## src/hw/rtl/cfr_pkg.sv

```systemverilog
`timescale 1ns / 1ps
// ---------------------------------------------------------------------------
// cfr_pkg - shared types for the checksummed frame receiver
// Result kinds, register indexes, stream widths and the command and status
// groups that pass between controller and datapath.
// ---------------------------------------------------------------------------
package cfr_pkg;

	// Result kinds carried on tuser
	typedef enum logic [1:0] {
		KIND_DATA    = 2'd0,
		KIND_EMPTY   = 2'd1,
		KIND_SUM_ERR = 2'd2,
		KIND_END_ERR = 2'd3
	} kind_t;

	// Configuration register indexes
	localparam logic CFG_START_MARKER = 1'b0;
	localparam logic CFG_END_MARKER   = 1'b1;

	// Stream widths
	localparam int IN_TDATA_W  = 8;
	localparam int OUT_TDATA_W = 32;
	localparam int INDEX_W     = 6;
	localparam int POS_W       = 9;
	localparam int MAX_RESULTS = 64;

	// Controller to datapath commands
	typedef struct packed {
		logic  start_frame;   // clear position and sum
		logic  take_cmd;      // capture command byte
		logic  take_len;      // capture length byte
		logic  take_payload;  // store and sum a payload byte that fits the store, advance position
		logic  load_result;   // load a single result into the output register
		kind_t result_kind;
		logic  start_emit;    // rewind the read index
		logic  issue_read;    // read the store at the read index
		logic  load_data;     // load the read byte into the output register
	} cmd_t;

	// Datapath to controller status
	typedef struct packed {
		logic start_hit;   // incoming byte equals the start marker
		logic end_hit;     // incoming byte equals the end marker
		logic sum_hit;     // incoming byte equals the running sum
		logic pos_lt_len;  // position still inside the payload
		logic len_zero;    // declared length is zero
		logic out_free;    // output register can take a result this cycle
		logic emit_last;   // read index is on the final stored byte
	} sts_t;

endpackage

```

## src/hw/rtl/checksummed_frame_receiver.sv

```systemverilog
`timescale 1ns / 1ps
// ---------------------------------------------------------------------------
// checksummed_frame_receiver - delimited frame parser with 8-bit sum check
// Parses start, command, length, payload, checksum and end bytes and emits
// the payload as a run, or one status result.
// ---------------------------------------------------------------------------
// One received byte is taken per cycle while a frame is being read; the
// checksum and end bytes are taken only once the output register is free.
// After a good end byte the stored payload goes out one result at a time,
// each by a store read and then an output register load once that register
// is free, and no input byte is taken until the run's last result is loaded.
// At most min(length, BUFFER_DEPTH, 64) payload results come from one frame.
module checksummed_frame_receiver #(
	parameter int BUFFER_DEPTH = 64
) (
	input  logic        clk,
	input  logic        arst_n,
	input  logic        s_tvalid,
	output logic        s_tready,
	input  logic [7:0]  s_tdata,   // [7:0] rx_byte
	output logic        m_tvalid,
	input  logic        m_tready,
	output logic [31:0] m_tdata,   // [7:0] command, [15:8] length, [21:16] index,
	                               // [29:22] data_byte, [31:30] zero
	output logic [1:0]  m_tuser,   // [1:0] kind
	output logic        m_tlast,
	input  logic        cfg_we,
	input  logic        cfg_index,
	input  logic [7:0]  cfg_data
);

	cfr_pkg::cmd_t cmd;
	cfr_pkg::sts_t sts;

	cfr_ctrl u_ctrl (
		.clk      (clk),
		.arst_n   (arst_n),
		.s_tvalid (s_tvalid),
		.s_tready (s_tready),
		.sts      (sts),
		.cmd      (cmd)
	);

	cfr_dpath #(
		.BUFFER_DEPTH (BUFFER_DEPTH)
	) u_dpath (
		.clk       (clk),
		.arst_n    (arst_n),
		.cmd       (cmd),
		.sts       (sts),
		.s_tdata   (s_tdata),
		.cfg_we    (cfg_we),
		.cfg_index (cfg_index),
		.cfg_data  (cfg_data),
		.m_tvalid  (m_tvalid),
		.m_tready  (m_tready),
		.m_tdata   (m_tdata),
		.m_tuser   (m_tuser),
		.m_tlast   (m_tlast)
	);

	// No input is taken during the payload run
	a_no_input_in_run: assert property (@(posedge clk) disable iff (!arst_n)
		(cmd.issue_read || cmd.load_data) |-> !s_tready)
		else $error("input request taken during payload run");

	// A result is only loaded into a free output register
	a_load_when_free: assert property (@(posedge clk) disable iff (!arst_n)
		(cmd.load_result || cmd.load_data) |-> sts.out_free)
		else $error("result loaded over a pending request");

	// Status results always close their own run
	a_status_last: assert property (@(posedge clk) disable iff (!arst_n)
		(m_tvalid && (m_tuser != cfr_pkg::KIND_DATA)) |-> m_tlast)
		else $error("status result without last mark");

endmodule

```

## src/hw/rtl/cfr_ctrl.sv

```systemverilog
`timescale 1ns / 1ps
// ---------------------------------------------------------------------------
// cfr_ctrl - frame receiver controller
// Walks the frame fields, decides results and sequences the payload run.
// ---------------------------------------------------------------------------
module cfr_ctrl (
	input  logic          clk,
	input  logic          arst_n,
	input  logic          s_tvalid,
	output logic          s_tready,
	input  cfr_pkg::sts_t sts,
	output cfr_pkg::cmd_t cmd
);

	typedef enum logic [2:0] {
		ST_IDLE,
		ST_CMD,
		ST_LEN,
		ST_BODY,
		ST_END,
		ST_RD,
		ST_LD
	} state_t;

	state_t state_q;
	state_t state_d;
	logic   acc;

	// Hold off input while the checksum or end byte finds the output register busy, and during the payload run
	always_comb begin
		case (state_q)
			ST_IDLE, ST_CMD, ST_LEN: s_tready = 1'b1;
			ST_BODY:                 s_tready = sts.pos_lt_len | sts.out_free;
			ST_END:                  s_tready = sts.out_free;
			default:                 s_tready = 1'b0;
		endcase
	end

	assign acc = s_tvalid & s_tready;

	// Decode commands and next state
	always_comb begin
		cmd             = '0;
		cmd.result_kind = cfr_pkg::KIND_DATA;
		state_d         = state_q;
		case (state_q)
			ST_IDLE: begin
				if (acc && sts.start_hit) begin
					cmd.start_frame = 1'b1;
					state_d         = ST_CMD;
				end
			end
			ST_CMD: begin
				if (acc) begin
					cmd.take_cmd = 1'b1;
					state_d      = ST_LEN;
				end
			end
			ST_LEN: begin
				if (acc) begin
					cmd.take_len = 1'b1;
					state_d      = ST_BODY;
				end
			end
			ST_BODY: begin
				if (acc) begin
					if (sts.pos_lt_len) begin
						cmd.take_payload = 1'b1;
					end else if (!sts.sum_hit) begin
						cmd.load_result = 1'b1;
						cmd.result_kind = cfr_pkg::KIND_SUM_ERR;
						state_d         = ST_IDLE;
					end else begin
						state_d = ST_END;
					end
				end
			end
			ST_END: begin
				if (acc) begin
					if (!sts.end_hit) begin
						cmd.load_result = 1'b1;
						cmd.result_kind = cfr_pkg::KIND_END_ERR;
						state_d         = ST_IDLE;
					end else if (sts.len_zero) begin
						cmd.load_result = 1'b1;
						cmd.result_kind = cfr_pkg::KIND_EMPTY;
						state_d         = ST_IDLE;
					end else begin
						cmd.start_emit = 1'b1;
						state_d        = ST_RD;
					end
				end
			end
			ST_RD: begin
				cmd.issue_read = 1'b1;
				state_d        = ST_LD;
			end
			ST_LD: begin
				if (sts.out_free) begin
					cmd.load_data = 1'b1;
					state_d       = sts.emit_last ? ST_IDLE : ST_RD;
				end
			end
			default: state_d = ST_IDLE;
		endcase
	end

	// Hold state
	always_ff @(posedge clk or negedge arst_n) begin
		if (!arst_n) begin
			state_q <= ST_IDLE;
		end else begin
			state_q <= state_d;
		end
	end

endmodule

```

## src/hw/rtl/cfr_dpath.sv

```systemverilog
`timescale 1ns / 1ps
// ---------------------------------------------------------------------------
// cfr_dpath - frame receiver datapath
// Marker registers, frame fields, running sum, payload store and the
// output register.
// ---------------------------------------------------------------------------
module cfr_dpath #(
	parameter int BUFFER_DEPTH = 64
) (
	input  logic                                clk,
	input  logic                                arst_n,
	input  cfr_pkg::cmd_t                       cmd,
	output cfr_pkg::sts_t                       sts,
	input  logic [cfr_pkg::IN_TDATA_W-1:0]      s_tdata,
	input  logic                                cfg_we,
	input  logic                                cfg_index,
	input  logic [7:0]                          cfg_data,
	output logic                                m_tvalid,
	input  logic                                m_tready,
	output logic [cfr_pkg::OUT_TDATA_W-1:0]     m_tdata,
	output logic [1:0]                          m_tuser,
	output logic                                m_tlast
);

	localparam int AW  = (BUFFER_DEPTH > 1) ? $clog2(BUFFER_DEPTH) : 1;
	localparam int CAP = (BUFFER_DEPTH < cfr_pkg::MAX_RESULTS) ?
		BUFFER_DEPTH : cfr_pkg::MAX_RESULTS;

	logic [7:0]                   start_q;
	logic [7:0]                   end_q;
	logic [cfr_pkg::POS_W-1:0]    pos_q;
	logic [7:0]                   sum_q;
	logic [7:0]                   fcmd_q;
	logic [7:0]                   flen_q;
	logic [7:0]                   mem [BUFFER_DEPTH];
	logic [7:0]                   rdata_q;
	logic [cfr_pkg::INDEX_W-1:0]  rd_idx_q;

	logic                         out_valid_q;
	cfr_pkg::kind_t               out_kind_q;
	logic [7:0]                   out_cmd_q;
	logic [7:0]                   out_len_q;
	logic [cfr_pkg::INDEX_W-1:0]  out_idx_q;
	logic [7:0]                   out_data_q;
	logic                         out_last_q;

	logic [cfr_pkg::POS_W-1:0]    len2;
	logic [cfr_pkg::POS_W-1:0]    slot;
	logic                         slot_ok;
	logic [cfr_pkg::POS_W-1:0]    count;

	// Compare incoming byte and frame position
	assign len2    = cfr_pkg::POS_W'(flen_q) + cfr_pkg::POS_W'(2);
	assign slot    = pos_q - cfr_pkg::POS_W'(2);
	assign slot_ok = slot < cfr_pkg::POS_W'(BUFFER_DEPTH);
	assign count   = (cfr_pkg::POS_W'(flen_q) < cfr_pkg::POS_W'(CAP)) ?
		cfr_pkg::POS_W'(flen_q) : cfr_pkg::POS_W'(CAP);

	assign sts.start_hit  = (s_tdata == start_q);
	assign sts.end_hit    = (s_tdata == end_q);
	assign sts.sum_hit    = (s_tdata == sum_q);
	assign sts.pos_lt_len = (pos_q < len2);
	assign sts.len_zero   = (flen_q == 8'd0);
	assign sts.out_free   = ~out_valid_q | m_tready;
	assign sts.emit_last  = (cfr_pkg::POS_W'(rd_idx_q) + cfr_pkg::POS_W'(1) == count);

	// Configuration registers
	always_ff @(posedge clk or negedge arst_n) begin
		if (!arst_n) begin
			start_q <= 8'hA5;
			end_q   <= 8'h5A;
		end else if (cfg_we) begin
			case (cfg_index)
				cfr_pkg::CFG_START_MARKER: start_q <= cfg_data;
				cfr_pkg::CFG_END_MARKER:   end_q   <= cfg_data;
				default: ;
			endcase
		end
	end

	// Frame position and running sum
	always_ff @(posedge clk or negedge arst_n) begin
		if (!arst_n) begin
			pos_q <= '0;
			sum_q <= '0;
		end else if (cmd.start_frame) begin
			pos_q <= '0;
			sum_q <= '0;
		end else if (cmd.take_cmd || cmd.take_len) begin
			pos_q <= pos_q + cfr_pkg::POS_W'(1);
			sum_q <= sum_q + s_tdata;
		end else if (cmd.take_payload) begin
			pos_q <= pos_q + cfr_pkg::POS_W'(1);
			if (slot_ok) begin
				sum_q <= sum_q + s_tdata;
			end
		end
	end

	// Capture frame header fields
	always_ff @(posedge clk) begin
		if (cmd.take_cmd) begin
			fcmd_q <= s_tdata;
		end
		if (cmd.take_len) begin
			flen_q <= s_tdata;
		end
	end

	// Payload store: write in the body, read during the run
	always_ff @(posedge clk) begin
		if (cmd.take_payload && slot_ok) begin
			mem[AW'(slot)] <= s_tdata;
		end
		if (cmd.issue_read) begin
			rdata_q <= mem[AW'(rd_idx_q)];
		end
	end

	// Advance the read index
	always_ff @(posedge clk or negedge arst_n) begin
		if (!arst_n) begin
			rd_idx_q <= '0;
		end else if (cmd.start_emit) begin
			rd_idx_q <= '0;
		end else if (cmd.load_data) begin
			rd_idx_q <= rd_idx_q + cfr_pkg::INDEX_W'(1);
		end
	end

	// Output register: set on load, drop when the request is taken
	always_ff @(posedge clk or negedge arst_n) begin
		if (!arst_n) begin
			out_valid_q <= 1'b0;
		end else if (cmd.load_result || cmd.load_data) begin
			out_valid_q <= 1'b1;
		end else if (m_tready) begin
			out_valid_q <= 1'b0;
		end
	end

	always_ff @(posedge clk) begin
		if (cmd.load_result) begin
			out_kind_q <= cmd.result_kind;
			out_cmd_q  <= fcmd_q;
			out_len_q  <= flen_q;
			out_idx_q  <= '0;
			out_data_q <= '0;
			out_last_q <= 1'b1;
		end else if (cmd.load_data) begin
			out_kind_q <= cfr_pkg::KIND_DATA;
			out_cmd_q  <= fcmd_q;
			out_len_q  <= flen_q;
			out_idx_q  <= rd_idx_q;
			out_data_q <= rdata_q;
			out_last_q <= sts.emit_last;
		end
	end

	assign m_tvalid = out_valid_q;
	assign m_tdata  = {2'b00, out_data_q, out_idx_q, out_len_q, out_cmd_q};
	assign m_tuser  = out_kind_q;
	assign m_tlast  = out_last_q;

endmodule
```

## config.mk

```make
export PLATFORM = sky130hd
export DESIGN_NAME = checksummed_frame_receiver
export DESIGN_NICKNAME = d
export VERILOG_FILES = /design/src/hw/rtl/cfr_pkg.sv /design/src/hw/rtl/checksummed_frame_receiver.sv /design/src/hw/rtl/cfr_ctrl.sv /design/src/hw/rtl/cfr_dpath.sv
export SDC_FILE = /design/constraint.sdc
export NUM_CORES = 1
export LEC_CHECK = 0
export ABC_AREA = 0
export BUFFER_PORTS_ARGS = -buffer_cell sky130_fd_sc_hd__buf_4
export CORE_ASPECT_RATIO = 0.8
export CORE_UTILIZATION = 67
export CTS_CLUSTER_SIZE = 40
export DETAILED_ROUTE_END_ITERATION = 16
export PLACE_DENSITY = 0.88
export SETUP_SLACK_MARGIN = 0.1
export SLEW_MARGIN = 20
export SYNTH_ARGS = -nofsm -noshare
export SYNTH_HDL_FRONTEND = slang
export SYNTH_SLANG_ARGS = --single-unit
```

## constraint.sdc

```tcl
create_clock -name clk -period 10.8 [get_ports clk]
set_input_delay 1.08 -clock clk [delete_from_list [all_inputs] [get_ports clk]]
set_output_delay 1.08 -clock clk [all_outputs]
set_load 0.01 [all_outputs]
```

==> impl_metrics.env, run 1 <==
export IMPL_status="finished clean"
export IMPL_grt_pass1_wl_um=84500
export IMPL_routed_wl_um=56400
export IMPL_diodes=0
export IMPL_worst_path_max_fanout=18
export IMPL_dp_cells=1766
export IMPL_via_per_inst=7.02
export IMPL_min_period_ps=4630
export IMPL_yosysUniqueCellTypes=60
export IMPL_first_global_vias=13019
export IMPL_syn_area_um2=24700
export IMPL_die_y_um=174
export IMPL_die_area_um2=37700
export IMPL_cts_htree_levels=2
export IMPL_relSlewSlack=0.216
export IMPL_drt_pass1_iter_count=12
export IMPL_grt_max_degree=75
export IMPL_num_vias=13114
export IMPL_final_nets=1384
export IMPL_portBuffers=56
export IMPL_die_x_um=217
export IMPL_synthArstFlopShare=0.0703
export IMPL_cts_resized_gates=0
export IMPL_hold_path_class="reg -> reg"
export IMPL_drtIter0Drc=1911
export IMPL_crit_path_end_kind="register"
export IMPL_hpwl_um=31600
export IMPL_row_count=62
export IMPL_leakage_nw=8.78
export IMPL_setup_tns_ps=0
export IMPL_ctsRootBufferMaster="clkbuf_16"
export IMPL_initial_core_util=0.684
export IMPL_power_density_nw_per_um2=212
export IMPL_setup_viol=0
export IMPL_hold_buffers=0
export IMPL_min_period_over_period=0.429
export IMPL_cp_start_kind="register"
export IMPL_clkSinkCount=612
export IMPL_cts_reportedPaths_clkPinSlew_ps=70
export IMPL_maxSlewViolCount=0
export IMPL_crit_type="reg -> reg"
export IMPL_yosys_warnings=0
export IMPL_areaGrowthSynthToFinish_pct=9.94
export IMPL_rsz0062_at_grt="no"
export IMPL_fillCellCount=1917
export IMPL_worst_clock_skew_ps=25.5
export IMPL_route_detailed_drc=0
export IMPL_clk_latency_ps=590
export IMPL_ys_seq_elements=612
export IMPL_antenna_found_initial=0
export IMPL_finalHoldViolations=0
export IMPL_wire_per_inst_um=30.2
export IMPL_fin_hold_ws_ps=430
export IMPL_drive_above_1_share=0.247
export IMPL_ioPinCount=59
export IMPL_fin_area_um2=27200
export IMPL_synth_yosys_seq_area_share=0.729
export IMPL_cts_buffers=55
export IMPL_finish_utilization=0.752
export IMPL_gr_usage_all_layers=0.311
export IMPL_syn_inst=1287
export IMPL_cts_tree="built"
export IMPL_synth_avg_cell_area_um2=19.2
export IMPL_cp_arrival_ps=4850
export IMPL_ir_drop_mv=0.186
export IMPL_fp_coreArea_um2=36100
export IMPL_worst_endpoint_required_ps=11020
export IMPL_synth_edf_count=554
export IMPL_fin_cells=1869
export IMPL_antenna_left=0
export IMPL_clock_fmax_mhz=216
export IMPL_synth_top_flop_cell="edfxtp_1"
export IMPL_maxCapViolCount=0
export IMPL_postPlaceCellArea_um2=25400
export IMPL_globalplace_congestion=0.894
export IMPL_tightestPinTransition_ps=1170
export IMPL_ctsLongestPathBuffers=3
export IMPL_cts_setup_buffers=0
export IMPL_grt_overflow_total=0
metal layers:
layer	share of wire	wire length, um	up-vias	global-route usage
met5	0	0	-	0
met4	0.026	1450	0	0.0751
met3	0.11	6050	128	0.0625
met2	0.49	27500	964	0.491
met1	0.38	21400	6747	0.458
li1	-	-	5275	-
Yosys cell counts (all sizes together) (5+ instances only):
master    n  share of area
a211oi    8         0.0026
a21oi    35         0.0071
buf      36          0.011
clkbuf   31         0.0047
dfrtp    35          0.035
dfstp     8         0.0085
dfxtp    15          0.012
edfxtp  554           0.67
ha       18         0.0091
inv       6        0.00091
mux2     16         0.0073
mux2i    10         0.0040
mux4    160           0.15
nand2    72          0.011
nand2b   13         0.0036
nand3    16         0.0032
nand4     7         0.0018
nor2     93          0.014
nor2b    16         0.0040
nor3     12         0.0024
o211ai    5         0.0015
o21ai    24         0.0049
o31ai     5         0.0015
xnor2    31          0.011
xor2     13         0.0046
layout by cell type, fill, tap and decap left out, types with 9 or more instances in the layout:
| master | n |
|---|---|
| dfxtp_1 | 15 |
| clkinv_2 | 9 |
| nor2b_1 | 16 |
| edfxtp_1 | 554 |
| a21oi_1 | 35 |
| xor2_1 | 13 |
| clkbuf_16 | 56 |
| mux2i_1 | 10 |
| nand2b_1 | 12 |
| nand3_1 | 16 |
| ha_1 | 18 |
| nor3_1 | 11 |
| mux2_2 | 16 |
| clkbuf_1 | 16 |
| o21ai_0 | 16 |
| dfrtp_1 | 32 |
| nand2_1 | 72 |
| mux4_2 | 160 |
| xnor2_1 | 31 |
| nor2_1 | 91 |
| buf_4 | 65 |
per-stage QoR:
step / total power, mW / setup WS [ps]
after detailed placement: 3.89 / 6300
after CTS: 5.76 / 6260
after global placement: 3.84 / 6480
after global routing: 5.95 / 5930
final: 5.78 / 6170
after floorplan: 3.57 / 7170
registers in the layout, summed over array words and instances (netlist names):
register	count
u_ctrl.state_q	3
u_dpath.end_q	8
u_dpath.fcmd_q	8
u_dpath.flen_q	8
u_dpath.m_tlast	1
u_dpath.m_tuser	2
u_dpath.m_tvalid	1
u_dpath.mem	512
u_dpath.out_cmd_q	8
u_dpath.out_data_q	8
u_dpath.out_idx_q	6
u_dpath.out_len_q	8
u_dpath.pos_q	9
u_dpath.rd_idx_q	6
u_dpath.rdata_q	8
u_dpath.start_q	8
u_dpath.sum_q	8
power by group:
part	internal, mW	switching [mW]	leakage, nW
logic	0.466	0.536	2.33
clock network	1.04	0.848	0.840
registers	2.70	0.180	5.61
total	4.21	1.56	8.78
worst max-delay path, stage by stage (launching register included):
cell and delay [ps]:
edfxtp_1 550, and3_1 240, and2_1 160, nand2_1 80
xor2_1 150, ha_1 300, and4_1 230, o211ai_1 120
o211a_1 270, nand2b_1 180, or4_1 540, nand2b_1 640
nand2b_1 790
worst paths after layout:
path | startpoint | endpoint | slack, ps | cells after the start
max | u_dpath.flen_q[3] | u_dpath.out_cmd_q[5] | 6170 | 12
min in group asynchronous | arst_n | u_dpath.sum_q[2] | 490 | 1
max reg2reg | u_dpath.flen_q[3] | u_dpath.out_cmd_q[5] | 6170 | 12
min | u_dpath.fcmd_q[0] | u_dpath.out_cmd_q[0] | 430 | 0
max in group asynchronous | arst_n | u_dpath.rd_idx_q[1] | 9860 | 1
min reg2reg | u_dpath.fcmd_q[0] | u_dpath.out_cmd_q[0] | 430 | 0
cell families (layout without fill, tap and decap cells):
group	Yosys count	count (layout)	synth area share
buffers and inverters	73	174	0.0165
flip-flops	612	612	0.729
adder cells (fa/ha/maj)	19	19	0.00992
AO/OA/AOI/OAI	99	99	0.0251
multiplexers	186	186	0.157
AND/OR/NAND/NOR	253	253	0.0468
XOR/XNOR	44	44	0.0156
other	1	2	0.000152
cell type report:
cell class / instances / area, um^2 / area share
Inverter: 6 / 22.5 / 0.000828
Tap cell: 480 / 601 / 0.0221
Clock inverter: 26 / 204 / 0.00750
Timing Repair Buffer: 65 / 488 / 0.0180
Multi-Input combinational cell: 603 / 6310 / 0.232
Sequential cell: 612 / 18000 / 0.663
Clock buffer: 77 / 1530 / 0.0563
Power figures use the tool's default switching activity.
==> run 2, diff against run 1 <==
--- a/config.mk
+++ b/config.mk
@@ -8,10 +8,10 @@
 export ABC_AREA = 0
 export BUFFER_PORTS_ARGS = -buffer_cell sky130_fd_sc_hd__buf_4
 export CORE_ASPECT_RATIO = 0.8
-export CORE_UTILIZATION = 67
+export CORE_UTILIZATION = 56
 export CTS_CLUSTER_SIZE = 40
 export DETAILED_ROUTE_END_ITERATION = 16
-export PLACE_DENSITY = 0.88
+export PLACE_DENSITY = 0.78
 export SETUP_SLACK_MARGIN = 0.1
 export SLEW_MARGIN = 20
 export SYNTH_ARGS = -nofsm -noshare
==> constraint.sdc (replaced) <==
create_clock -name clk -period 4 [get_ports clk]
set_input_delay 0.4 -clock clk [delete_from_list [all_inputs] [get_ports clk]]
set_output_delay 0.4 -clock clk [all_outputs]
set_load 0.01 [all_outputs]
==> impl_metrics.env, run 2 (synthesized netlist as in run 1, its figures left out) <==
export IMPL_status="finished clean"
export IMPL_gr_usage_all_layers=0.255
export IMPL_drive_above_1_share=0.296
export IMPL_setup_viol=0
export IMPL_antenna_found_initial=2
export IMPL_globalplace_congestion=0.830
export IMPL_grt_max_degree=67
export IMPL_die_x_um=237
export IMPL_drt_pass1_iter_count=5
export IMPL_maxSlewViolCount=0
export IMPL_row_count=68
export IMPL_grt_pass1_wl_um=83600
export IMPL_antenna_left=0
export IMPL_ctsLongestPathBuffers=3
export IMPL_rsz0062_at_grt="no"
export IMPL_cp_arrival_ps=3960
export IMPL_grt_overflow_total=0
export IMPL_maxCapViolCount=0
export IMPL_num_vias=12928
export IMPL_setup_tns_ps=0
export IMPL_first_global_vias=12816
export IMPL_finalHoldViolations=0
export IMPL_clk_latency_ps=600
export IMPL_cts_reportedPaths_clkPinSlew_ps=60
export IMPL_via_per_inst=6.32
export IMPL_drtIter0Drc=1466
export IMPL_cp_start_kind="register"
export IMPL_largest_reg_flops=512
export IMPL_die_area_um2=45000
export IMPL_cp_slowest_cell="edfxtp_1"
export IMPL_ctsRootBufferMaster="clkbuf_16"
export IMPL_cts_buffers=57
export IMPL_clkSinkCount=612
export IMPL_power_density_nw_per_um2=568
export IMPL_clock_fmax_mhz=274
export IMPL_tightestPinTransition_ps=1080
export IMPL_crit_path_end_kind="register"
export IMPL_routed_wl_um=55600
export IMPL_r2r_end="u_dpath.mem[11][2]"
export IMPL_cts_setup_buffers=0
export IMPL_relSlewSlack=0.283
export IMPL_worst_clock_skew_ps=22.6
export IMPL_ioPinCount=59
export IMPL_initial_core_util=0.571
export IMPL_top_regs="u_dpath.mem (512), u_dpath.pos_q (9)"
export IMPL_final_nets=1476
export IMPL_worst_path_max_fanout=8
export IMPL_startpoint="u_dpath.flen_q[5]"
export IMPL_cts_htree_levels=2
export IMPL_ir_drop_mv=0.391
export IMPL_portBuffers=56
export IMPL_final_common_cell="edfxtp_1"
export IMPL_hold_path_class="in -> reg"
export IMPL_min_period_ps=3660
export IMPL_postPlaceCellArea_um2=26300
export IMPL_worstReg2RegStart="u_dpath.flen_q[5]"
export IMPL_hpwl_um=34100
export IMPL_crit_chain="and3_1 > and2_1 > nand2_1 > xor2_1 > ha_1 > and4_1 > o211ai_1 > o211a_1 > and3_2 > and2_1 > nand2_1 > nor2_1 > buf_4"
export IMPL_min_period_over_period=0.914
export IMPL_regMostFlops="u_dpath.mem"
export IMPL_wire_per_inst_um=27.2
export IMPL_areaGrowthSynthToFinish_pct=14.0
export IMPL_leakage_nw=9.36
export IMPL_layout_common_cells="edfxtp_1, mux4_2, buf_4, nor2_1, nand2_1"
export IMPL_fin_area_um2=28200
export IMPL_max_stage_delay_ps=480
export IMPL_rrSetupSlack_ps=340
export IMPL_r2r_cells=13
export IMPL_route_detailed_drc=0
export IMPL_worst_endpoint_required_ps=4300
export IMPL_die_y_um=190
export IMPL_cts_tree="built"
export IMPL_endpoint="u_dpath.mem[11][2]"
export IMPL_crit_type="reg -> reg"
export IMPL_fp_coreArea_um2=43300
-- run 2: timing repair --
item,in CTS,in global routing
hold endpoints to repair,35,0
hold buffers,1,0
gates resized for setup,0,0
-- run 2: how the worst min path moves through the flow --
stage               cells past startpoint              start                    to
floorplan                               0             arst_n     u_ctrl.state_q[0]
global placement                        0  u_dpath.fcmd_q[3]  u_dpath.out_cmd_q[3]
detailed placement                      0  u_dpath.fcmd_q[0]  u_dpath.out_cmd_q[0]
CTS                                     2        cfg_data[7]      u_dpath.end_q[7]
global route                            2        cfg_data[7]      u_dpath.end_q[7]
finish                                  2        cfg_data[7]      u_dpath.end_q[7]
-- run 2: per-layer routing --
| metal | routed length (um) | track usage | share of wire |
|---|---|---|---|
| met5 | 0 | 0 | 0 |
| met4 | 914 | 0.0569 | 0.016 |
| met3 | 5780 | 0.0511 | 0.10 |
| met2 | 25900 | 0.384 | 0.46 |
| met1 | 23100 | 0.391 | 0.41 |
-- run 2: power breakdown --
group	total (mW)	internal [mW]	switching, mW	leakage, nW
clock network	5.51	3.18	2.33	0.927
logic	2.84	1.33	1.51	2.82
registers	7.68	7.30	0.383	5.61
total	16.0	11.8	4.22	9.36
-- run 2: through the flow --
stage	utilization	std cells	hold WS (ps)	setup WS, ps	power, mW
after floorplan	-	1288	104	366	9.64
after global placement	0.606	1935	404	526	10.5
after detailed placement	0.607	1935	406	445	10.6
after CTS	0.651	2044	35.6	368	16.1
after global routing	0.651	2044	35.7	178	16.6
final	0.651	2046	56.4	345	16.0
-- run 2: area by class of cell --
type	count	area, um^2
antenna	2	5.00
clock buffer	76	1550
timing repair buffer	155	1220
tap	560	701
clock inverter	32	363
inverter	6	22.5
sequential	612	18000
multi-input combinational	603	6310
fill	2856	15100
-- run 2: critical path, delay by kind of cell, from the launching register on --
kind	cells	cell delay, ps
xor gates and xnor gates	1	170
buffers and inverters	1	230
and+or+nand+nor	8	1880
DFF	1	480
AOI/OAI and AO/OA	2	330
adders and majority gates	1	270
